File: src/hw/rtl/kef_pkg.sv
// shared types, codes and defaults for the keyed event fifo
package kef_pkg;

	// default number of stored records
	localparam int DEPTH_DEFAULT = 16;

	// command codes
	localparam logic [2:0] FUNC_APPEND = 3'd0;
	localparam logic [2:0] FUNC_PEEK   = 3'd1;
	localparam logic [2:0] FUNC_POP    = 3'd2;
	localparam logic [2:0] FUNC_CANCEL = 3'd3;
	localparam logic [2:0] FUNC_ALTER  = 3'd4;
	localparam logic [2:0] FUNC_FIND   = 3'd5;

	// result status codes
	localparam logic [1:0] STATUS_OK   = 2'd0;
	localparam logic [1:0] STATUS_MISS = 2'd1;
	localparam logic [1:0] STATUS_FULL = 2'd2;

	// command request
	typedef struct packed {
		logic [2:0]  func;
		logic [31:0] when;
		logic [31:0] new_when;
		logic [31:0] tag;
		logic [7:0]  priority_req;
	} req_t;

	// command result
	typedef struct packed {
		logic [1:0]  status;
		logic        hit;
		logic [31:0] out_when;
		logic [31:0] out_tag;
		logic [7:0]  out_priority;
		logic [4:0]  count;
	} rsp_t;

	// one stored record
	typedef struct packed {
		logic [31:0] key;
		logic [31:0] desc;
		logic [7:0]  prio;
	} entry_t;

	// sequencer states
	typedef enum logic [1:0] {
		ST_IDLE,
		ST_HEAD,
		ST_SCAN,
		ST_SHIFT
	} state_t;

endpackage

File: src/hw/rtl/kef_ram.sv
// generic single write port ram with registered read
module kef_ram #(
	parameter int WIDTH = 72,
	parameter int DEPTH = 16
) (
	input  logic                     clk,
	input  logic                     we,
	input  logic [$clog2(DEPTH)-1:0] waddr,
	input  logic [WIDTH-1:0]         wdata,
	input  logic [$clog2(DEPTH)-1:0] raddr,
	output logic [WIDTH-1:0]         rdata
);

	logic [WIDTH-1:0] mem_q [DEPTH];

	// write port
	always_ff @(posedge clk) begin
		if (we) begin
			mem_q[waddr] <= wdata;
		end
	end

	// registered read port
	always_ff @(posedge clk) begin
		rdata <= mem_q[raddr];
	end

endmodule

File: src/hw/rtl/keyed_event_fifo.sv
// keyed event fifo top level: record store, key search sequencer and result register
//
// Bounded fifo of event records (key, tag, priority) in a single ram. A request is
// taken when start is high and busy is low; its result appears on rsp with done high
// for exactly one cycle, one per request, and cannot be held off, so capture it
// when done is seen. Append, unknown commands and any command on an empty store give
// their result in the cycle after the request; peek and pop first read the head
// record. Find, alter and cancel scan the records one per cycle through the ram read
// port and the single key comparator, and pop and cancel then move each later record
// down one slot per cycle through the same port. count reports the number of stored
// records after the command, in its low five bits.
module keyed_event_fifo #(
	parameter int DEPTH = kef_pkg::DEPTH_DEFAULT
) (
	input  logic          clk,
	input  logic          arst_n,
	input  logic          start,
	output logic          busy,
	input  kef_pkg::req_t req,
	output logic          done,
	output kef_pkg::rsp_t rsp
);

	localparam int AW = $clog2(DEPTH);
	localparam int CW = $clog2(DEPTH + 1);
	localparam int EW = $bits(kef_pkg::entry_t);

	kef_pkg::state_t state_q, state_d;
	logic [CW-1:0]   count_q, count_d;
	logic            done_q, done_d;
	logic            match_q, match_d;
	logic [AW-1:0]   idx_q, idx_d;
	logic [AW-1:0]   found_q, found_d;
	kef_pkg::entry_t rec_q, rec_d;
	kef_pkg::req_t   req_q, req_d;
	kef_pkg::rsp_t   rsp_q, rsp_d;

	logic            ram_we;
	logic [AW-1:0]   ram_waddr;
	logic [AW-1:0]   ram_raddr;
	kef_pkg::entry_t ram_wdata;
	logic [EW-1:0]   ram_rdata;
	kef_pkg::entry_t rd_entry;

	logic [CW-1:0]   idx_nxt;
	logic [CW-1:0]   cnt_m1;
	logic            key_hit;
	logic            scan_match;
	kef_pkg::entry_t scan_rec;
	logic [AW-1:0]   scan_idx;
	kef_pkg::entry_t alter_rec;

	// result with no record
	function automatic kef_pkg::rsp_t rsp_plain(logic [1:0] st, logic [CW-1:0] c);
		kef_pkg::rsp_t r;
		r = '0;
		r.status = st;
		r.count = 5'(c);
		return r;
	endfunction

	// result that returns a record
	function automatic kef_pkg::rsp_t rsp_hit(kef_pkg::entry_t e, logic [CW-1:0] c);
		kef_pkg::rsp_t r;
		r.status = kef_pkg::STATUS_OK;
		r.hit = 1'b1;
		r.out_when = e.key;
		r.out_tag = e.desc;
		r.out_priority = e.prio;
		r.count = 5'(c);
		return r;
	endfunction

	// record store
	kef_ram #(
		.WIDTH(EW),
		.DEPTH(DEPTH)
	) u_ram (
		.clk  (clk),
		.we   (ram_we),
		.waddr(ram_waddr),
		.wdata(ram_wdata),
		.raddr(ram_raddr),
		.rdata(ram_rdata)
	);

	assign rd_entry = kef_pkg::entry_t'(ram_rdata);

	// index arithmetic and the shared key comparator
	assign idx_nxt = CW'(idx_q) + CW'(1);
	assign cnt_m1  = count_q - CW'(1);
	assign key_hit = (rd_entry.key == req_q.when);

	// running last-match tracking for alter and find
	assign scan_match = match_q | key_hit;
	assign scan_rec   = key_hit ? rd_entry : rec_q;
	assign scan_idx   = key_hit ? idx_q : found_q;

	always_comb begin
		alter_rec = scan_rec;
		alter_rec.key = req_q.new_when;
		alter_rec.desc = req_q.tag;
	end

	// sequencer: next state, store control and result
	always_comb begin
		state_d   = state_q;
		count_d   = count_q;
		done_d    = 1'b0;
		match_d   = match_q;
		idx_d     = idx_q;
		found_d   = found_q;
		rec_d     = rec_q;
		req_d     = req_q;
		rsp_d     = rsp_q;
		ram_we    = 1'b0;
		ram_waddr = idx_q;
		ram_wdata = rd_entry;
		ram_raddr = (state_q == kef_pkg::ST_IDLE) ? '0 : idx_nxt[AW-1:0];

		unique case (state_q)
			kef_pkg::ST_IDLE: begin
				if (start) begin
					req_d   = req;
					idx_d   = '0;
					match_d = 1'b0;
					unique case (req.func)
						kef_pkg::FUNC_APPEND: begin
							if (count_q == CW'(DEPTH)) begin
								rsp_d  = rsp_plain(kef_pkg::STATUS_FULL, count_q);
								done_d = 1'b1;
							end else begin
								ram_we         = 1'b1;
								ram_waddr      = count_q[AW-1:0];
								ram_wdata.key  = req.when;
								ram_wdata.desc = req.tag;
								ram_wdata.prio = req.priority_req;
								count_d        = count_q + CW'(1);
								rsp_d          = rsp_plain(kef_pkg::STATUS_OK, count_d);
								done_d         = 1'b1;
							end
						end
						kef_pkg::FUNC_PEEK, kef_pkg::FUNC_POP: begin
							if (count_q == '0) begin
								rsp_d  = rsp_plain(kef_pkg::STATUS_MISS, count_q);
								done_d = 1'b1;
							end else begin
								state_d = kef_pkg::ST_HEAD;
							end
						end
						kef_pkg::FUNC_CANCEL, kef_pkg::FUNC_ALTER, kef_pkg::FUNC_FIND: begin
							if (count_q == '0) begin
								rsp_d  = rsp_plain(kef_pkg::STATUS_MISS, count_q);
								done_d = 1'b1;
							end else begin
								state_d = kef_pkg::ST_SCAN;
							end
						end
						default: begin
							rsp_d  = rsp_plain(kef_pkg::STATUS_OK, count_q);
							done_d = 1'b1;
						end
					endcase
				end
			end

			// head record is on the read port
			kef_pkg::ST_HEAD: begin
				rec_d = rd_entry;
				if (req_q.func == kef_pkg::FUNC_POP) begin
					if (idx_nxt < count_q) begin
						state_d = kef_pkg::ST_SHIFT;
					end else begin
						count_d = cnt_m1;
						rsp_d   = rsp_hit(rd_entry, cnt_m1);
						done_d  = 1'b1;
						state_d = kef_pkg::ST_IDLE;
					end
				end else begin
					rsp_d   = rsp_hit(rd_entry, count_q);
					done_d  = 1'b1;
					state_d = kef_pkg::ST_IDLE;
				end
			end

			// one record compared per cycle, next read already issued
			kef_pkg::ST_SCAN: begin
				if (req_q.func == kef_pkg::FUNC_CANCEL) begin
					priority if (key_hit) begin
						rec_d = rd_entry;
						if (idx_nxt < count_q) begin
							state_d = kef_pkg::ST_SHIFT;
						end else begin
							count_d = cnt_m1;
							rsp_d   = rsp_hit(rd_entry, cnt_m1);
							done_d  = 1'b1;
							state_d = kef_pkg::ST_IDLE;
						end
					end else if (idx_nxt == count_q) begin
						rsp_d   = rsp_plain(kef_pkg::STATUS_MISS, count_q);
						done_d  = 1'b1;
						state_d = kef_pkg::ST_IDLE;
					end else begin
						idx_d = idx_nxt[AW-1:0];
					end
				end else begin
					if (idx_nxt == count_q) begin
						done_d  = 1'b1;
						state_d = kef_pkg::ST_IDLE;
						priority if (!scan_match) begin
							rsp_d = rsp_plain(kef_pkg::STATUS_MISS, count_q);
						end else if (req_q.func == kef_pkg::FUNC_ALTER) begin
							ram_we    = 1'b1;
							ram_waddr = scan_idx;
							ram_wdata = alter_rec;
							rsp_d     = rsp_hit(alter_rec, count_q);
						end else begin
							rsp_d = rsp_hit(scan_rec, count_q);
						end
					end else begin
						match_d = scan_match;
						rec_d   = scan_rec;
						found_d = scan_idx;
						idx_d   = idx_nxt[AW-1:0];
					end
				end
			end

			// close the gap: record idx+1 moves into slot idx, record idx+2 is fetched
			kef_pkg::ST_SHIFT: begin
				ram_we    = 1'b1;
				ram_raddr = idx_q + AW'(2);
				if (idx_nxt < cnt_m1) begin
					idx_d = idx_nxt[AW-1:0];
				end else begin
					count_d = cnt_m1;
					rsp_d   = rsp_hit(rec_q, cnt_m1);
					done_d  = 1'b1;
					state_d = kef_pkg::ST_IDLE;
				end
			end

			default: begin
				state_d = kef_pkg::ST_IDLE;
			end
		endcase
	end

	// control registers
	always_ff @(posedge clk or negedge arst_n) begin
		if (!arst_n) begin
			state_q <= kef_pkg::ST_IDLE;
			count_q <= '0;
			done_q  <= 1'b0;
			match_q <= 1'b0;
		end else begin
			state_q <= state_d;
			count_q <= count_d;
			done_q  <= done_d;
			match_q <= match_d;
		end
	end

	// payload registers
	always_ff @(posedge clk) begin
		idx_q   <= idx_d;
		found_q <= found_d;
		rec_q   <= rec_d;
		req_q   <= req_d;
		rsp_q   <= rsp_d;
	end

	assign busy = (state_q != kef_pkg::ST_IDLE);
	assign done = done_q;
	assign rsp  = rsp_q;

endmodule
File: config.mk
export PLATFORM = sky130hd
export DESIGN_NAME = keyed_event_fifo
export DESIGN_NICKNAME = d
export VERILOG_FILES = /design/src/hw/rtl/kef_pkg.sv /design/src/hw/rtl/kef_ram.sv /design/src/hw/rtl/keyed_event_fifo.sv
export SDC_FILE = /design/constraint.sdc
export NUM_CORES = 2
export LEC_CHECK = 0
export BUFFER_PORTS_ARGS = -buffer_cell sky130_fd_sc_hd__clkbuf_2
export CORE_ASPECT_RATIO = 1.4
export CORE_MARGIN = 10
export CORE_UTILIZATION = 39
export CTS_CLUSTER_SIZE = 40
export DETAILED_ROUTE_END_ITERATION = 8
export PLACE_DENSITY = 0.62
export SETUP_SLACK_MARGIN = 0.15
export SKIP_LAST_GASP = 1
export SYNTH_ARGS = -nofsm -noshare
export SYNTH_HDL_FRONTEND = slang
export SYNTH_HIERARCHICAL = 1
export SYNTH_SLANG_ARGS = --single-unit
File: constraint.sdc
create_clock -name clk -period 19.65 [get_ports clk]
set_input_delay 0 -clock clk [delete_from_list [all_inputs] [get_ports clk]]
set_output_delay 0 -clock clk [all_outputs]
set_load 0.005 [all_outputs]
==> run_results.csv <==
group,metric,value,unit
synth,synth-seq-cells,1492,
timing,fin_skew,0.0320,ns
synth,synth_area_leaders,"edfxtp_1, mux4_2, a22oi_1",
global_route,grt_first_pass_wirelength,255000,um
run,drv_cap,0,
timing,post-route-min-period,6.81,ns
setup_path,cp.required,20.06,ns
synth,synth_flop_cell,"edfxtp_1",
routing,ant_nets,0,
cts,clockBufferDepth,3,
routing,drc,0,
setup_path,critPathLaunchType,"register",
die,die_h,485,um
routing,vias,35194,
cts,ctsHtreeMaxLevel,4,
synth,syn_inst,3301,
pwr,p_leak,22.9,nW
routing,avgViaCountPerCell,6.00,
setup_path,crit_path_end_kind,"register",
setup_path,path_cells,"inv_1 > ha_1 > and4bb_2 > nor2b_1 > nand2_2 > nor2_4 > a221o_1 > a21o_1 > nand2_1 > nor2_4 > buf_4 > buf_4",
routing,post_drt_wl_per_cell,30.2,um
global_route,globalRouteOverflowTotal,0,
placement,dp.final_hpwl,100000,um
pwr,irDropWorstVdd,92.1,uV
timing,max_freq,147,MHz
synth,syn_area_per_cell,18.2,um2
synth,synth_top_area_cell,"edfxtp_1",
finish,fillCellCount,12877,
setup_path,cp.arrival,7.22,ns
cts,cts_inserted_buffers,148,
global_route,antenna_found_initial,14,
finish,nets,3803,
timing,final_max_slew_viol_count,0,
routing,dr.pass1.iters,6,
global_route,grt_max_degree,92,
synth,synth_edf_count,1411,
timing,tns,0,ns
die,core,153000,um2
finish,multi_input_area,15200,um2
synth,synth.distinct_cells,63,
timing,hold_violations,0,
cts,cts_tree,"built",
setup_path,timing.critical_path.from,"count_q[0]",
cts,cts_num_sinks,1492,
synth,ys_seq_area_share,73.3,%
routing,drt_iter0_markers,4280,
global_route,grt_usage,20.5,%
timing,slew-limit-headroom,21.1,%
setup_path,r2r_start,"count_q[0]",
timing,whs,0.0403,ns
die,dieArea,170000,um2
min_path,hp-class,"input pin to register",
finish,drive_above_1_share,24.3,%
cts,path_clk_slew,0.06,ns
timing,finalCritPeriodShare,34.7,%
synth,synth_top_area_share,70.5,%
setup_path,crit_type,"register to register",
cts,cts_root_buf,"clkbuf_16",
cts,cts_resized,0,
die,num_rows,170,
timing,tightest_slew,1.18,ns
synth,async_flop_share,0.603,%
setup_path,critical-path-max-stage-delay,0.96,ns
finish,seqCellArea,44000,um2
setup_path,critPathMaxFanout,30,
min_path,hold_start,"req[12]",
cts,clock_latency,0.81,ns
timing,rsz0062_at_grt,"false",
finish,synthToLayoutAreaGrowth,16.8,%
pwr,power_density,90.5,nW/um2
die,initial_core_util,39.2,%
setup_path,critPathSlowestCell,"nor2_4",
run_status,status,"completed",
synth,syn_nets,3429,
die,die-width,352,um
routing,totalWireLength,177000,um
placement,place_congestion,0.854,
synth,yosys_warnings,6,
timing,setup_viol,0,
placement,io_buffers,191,
synth,synth_area,60100,um2
global_route,grt_pass1_vias,35499,
die,pin_count,192,
-- cells in the final DEF (no fill, tap or decap), types with 81 or more instances in the layout --
cell and n:
clkbuf_16 148, a221o_1 104, nor2_1 93, buf_4 81, mux4_2 288, nand2_1 207
nor3_1 163, dlygate4sd3_1 175, edfxtp_1 1411, a22oi_1 201, mux2_2 84, clkbuf_2 191
-- sequential cells by signal, summed over array words and instances (netlist names), 2 cells and up --
name,cells
alter_rec,64
rsp,80
state_q,2
rec_q,72
count_q,5
u_ram/rdata,72
req_q,35
u_ram/mem_q,1152
idx_q,4
found_q,4
-- worst paths after layout --
| kind | to | slack [ns] | depth (start not counted) |
|---|---|---|---|
| max | u_ram/mem_q[11][68] | 12.84 | 12 |
| min | alter_rec[12] | 0.04 | 2 |
| max reg2reg | u_ram/mem_q[11][68] | 12.84 | 12 |
| min reg2reg | found_q[1] | 0.57 | 2 |
| max in group asynchronous | count_q[4] | 18.84 | 3 |
| min in group asynchronous | state_q[0] | 0.43 | 3 |
-- kinds of logic (layout without fill, tap and decap cells) --
group / Yosys count / count (layout) / share of synthesized area (%)
flops: 1492 / 1492 / 73.3
simple gates: 568 / 568 / 4.29
compound gates: 549 / 549 / 6.92
mux: 382 / 382 / 12.5
buf+inv: 246 / 746 / 1.95
xor+xnor: 46 / 46 / 0.670
fa+ha+maj: 18 / 18 / 0.375
other cells: 0 / 3 / 0
-- synthesized netlist by cell type, types with 3 or more instances --
cell type	number
a22oi_1	201
mux4_2	288
edfxtp_1	1411
nor2b_1	7
o41ai_1	65
o21a_1	4
dfrtp_1	9
o21ai_1	22
a211oi_1	4
nor4_1	17
buf_2	51
o211ai_1	3
inv_1	21
buf_4	11
and3_1	5
xnor2_1	43
buf_6	19
mux2i_1	9
xor2_1	3
a21oi_1	50
nand2_1	209
nand4_1	13
o221ai_1	5
buf_1	14
clkbuf_1	129
o21ai_0	63
and2_1	9
dfxtp_1	72
nand3b_1	6
ha_1	18
nand2b_1	4
a221o_1	104
mux2_2	85
nor3_1	168
nand3_1	8
a21o_1	4
nor2_1	110
-- worst max-delay path, delay by kind of cell, from the launching register on --
kind,cells,cell delay [ns]
and+or+nand+nor,6,3.47
AOI/OAI and AO/OA,2,0.54
adders and majority gates,1,0.30
DFF,1,0.57
buffers and inverters,3,1.43
-- stage by stage --
| step | power [mW] | instance area, um2 | instances | setup WS (ns) | util, % |
|---|---|---|---|---|---|
| floorplan | 3.50 | 60100 | 3301 | 11.05 | - |
| global placement | 3.52 | 63500 | 5414 | 13.23 | 41.4 |
| detailed placement | 3.52 | 63500 | 5414 | 13.11 | 41.4 |
| CTS | 6.39 | 70200 | 5865 | 13.04 | 45.8 |
| global route | 6.52 | 70200 | 5867 | 12.55 | 45.8 |
| finish | 6.36 | 70200 | 5868 | 12.84 | 45.8 |
-- repair_timing --
item	in CTS	in global routing
endpoints found under the hold margin	371	0
buffers inserted	0	0
hold buffers	175	0
-- final cells by class --
cell class,instances,area share [%]
clock inverter,76,1.32
multi-input combinational,1563,21.6
clock buffer,200,5.75
tap,2064,3.68
inverter,22,0.125
sequential,1492,62.7
antenna,3,0.0107
timing repair buffer,448,4.75
-- power breakdown --
part / switching, mW / internal, mW / total (mW) / leakage [nW]
clock: 1.26 / 1.62 / 2.87 / 2.42
sequential: 0.000448 / 3.43 / 3.43 / 13.5
combinational: 0.0239 / 0.0318 / 0.0557 / 7.02
total: 1.28 / 5.08 / 6.36 / 22.9
-- per-layer routing --
metal  part of all wire [%]  track usage (%)  routed length, um
met4                    2.7             6.37               4790
met5                  0.070                0                124
met2                     46             31.6              82400
met1                     40             27.9              71400
met3                     11             5.75              18700
Power figures use the tool's default switching activity.
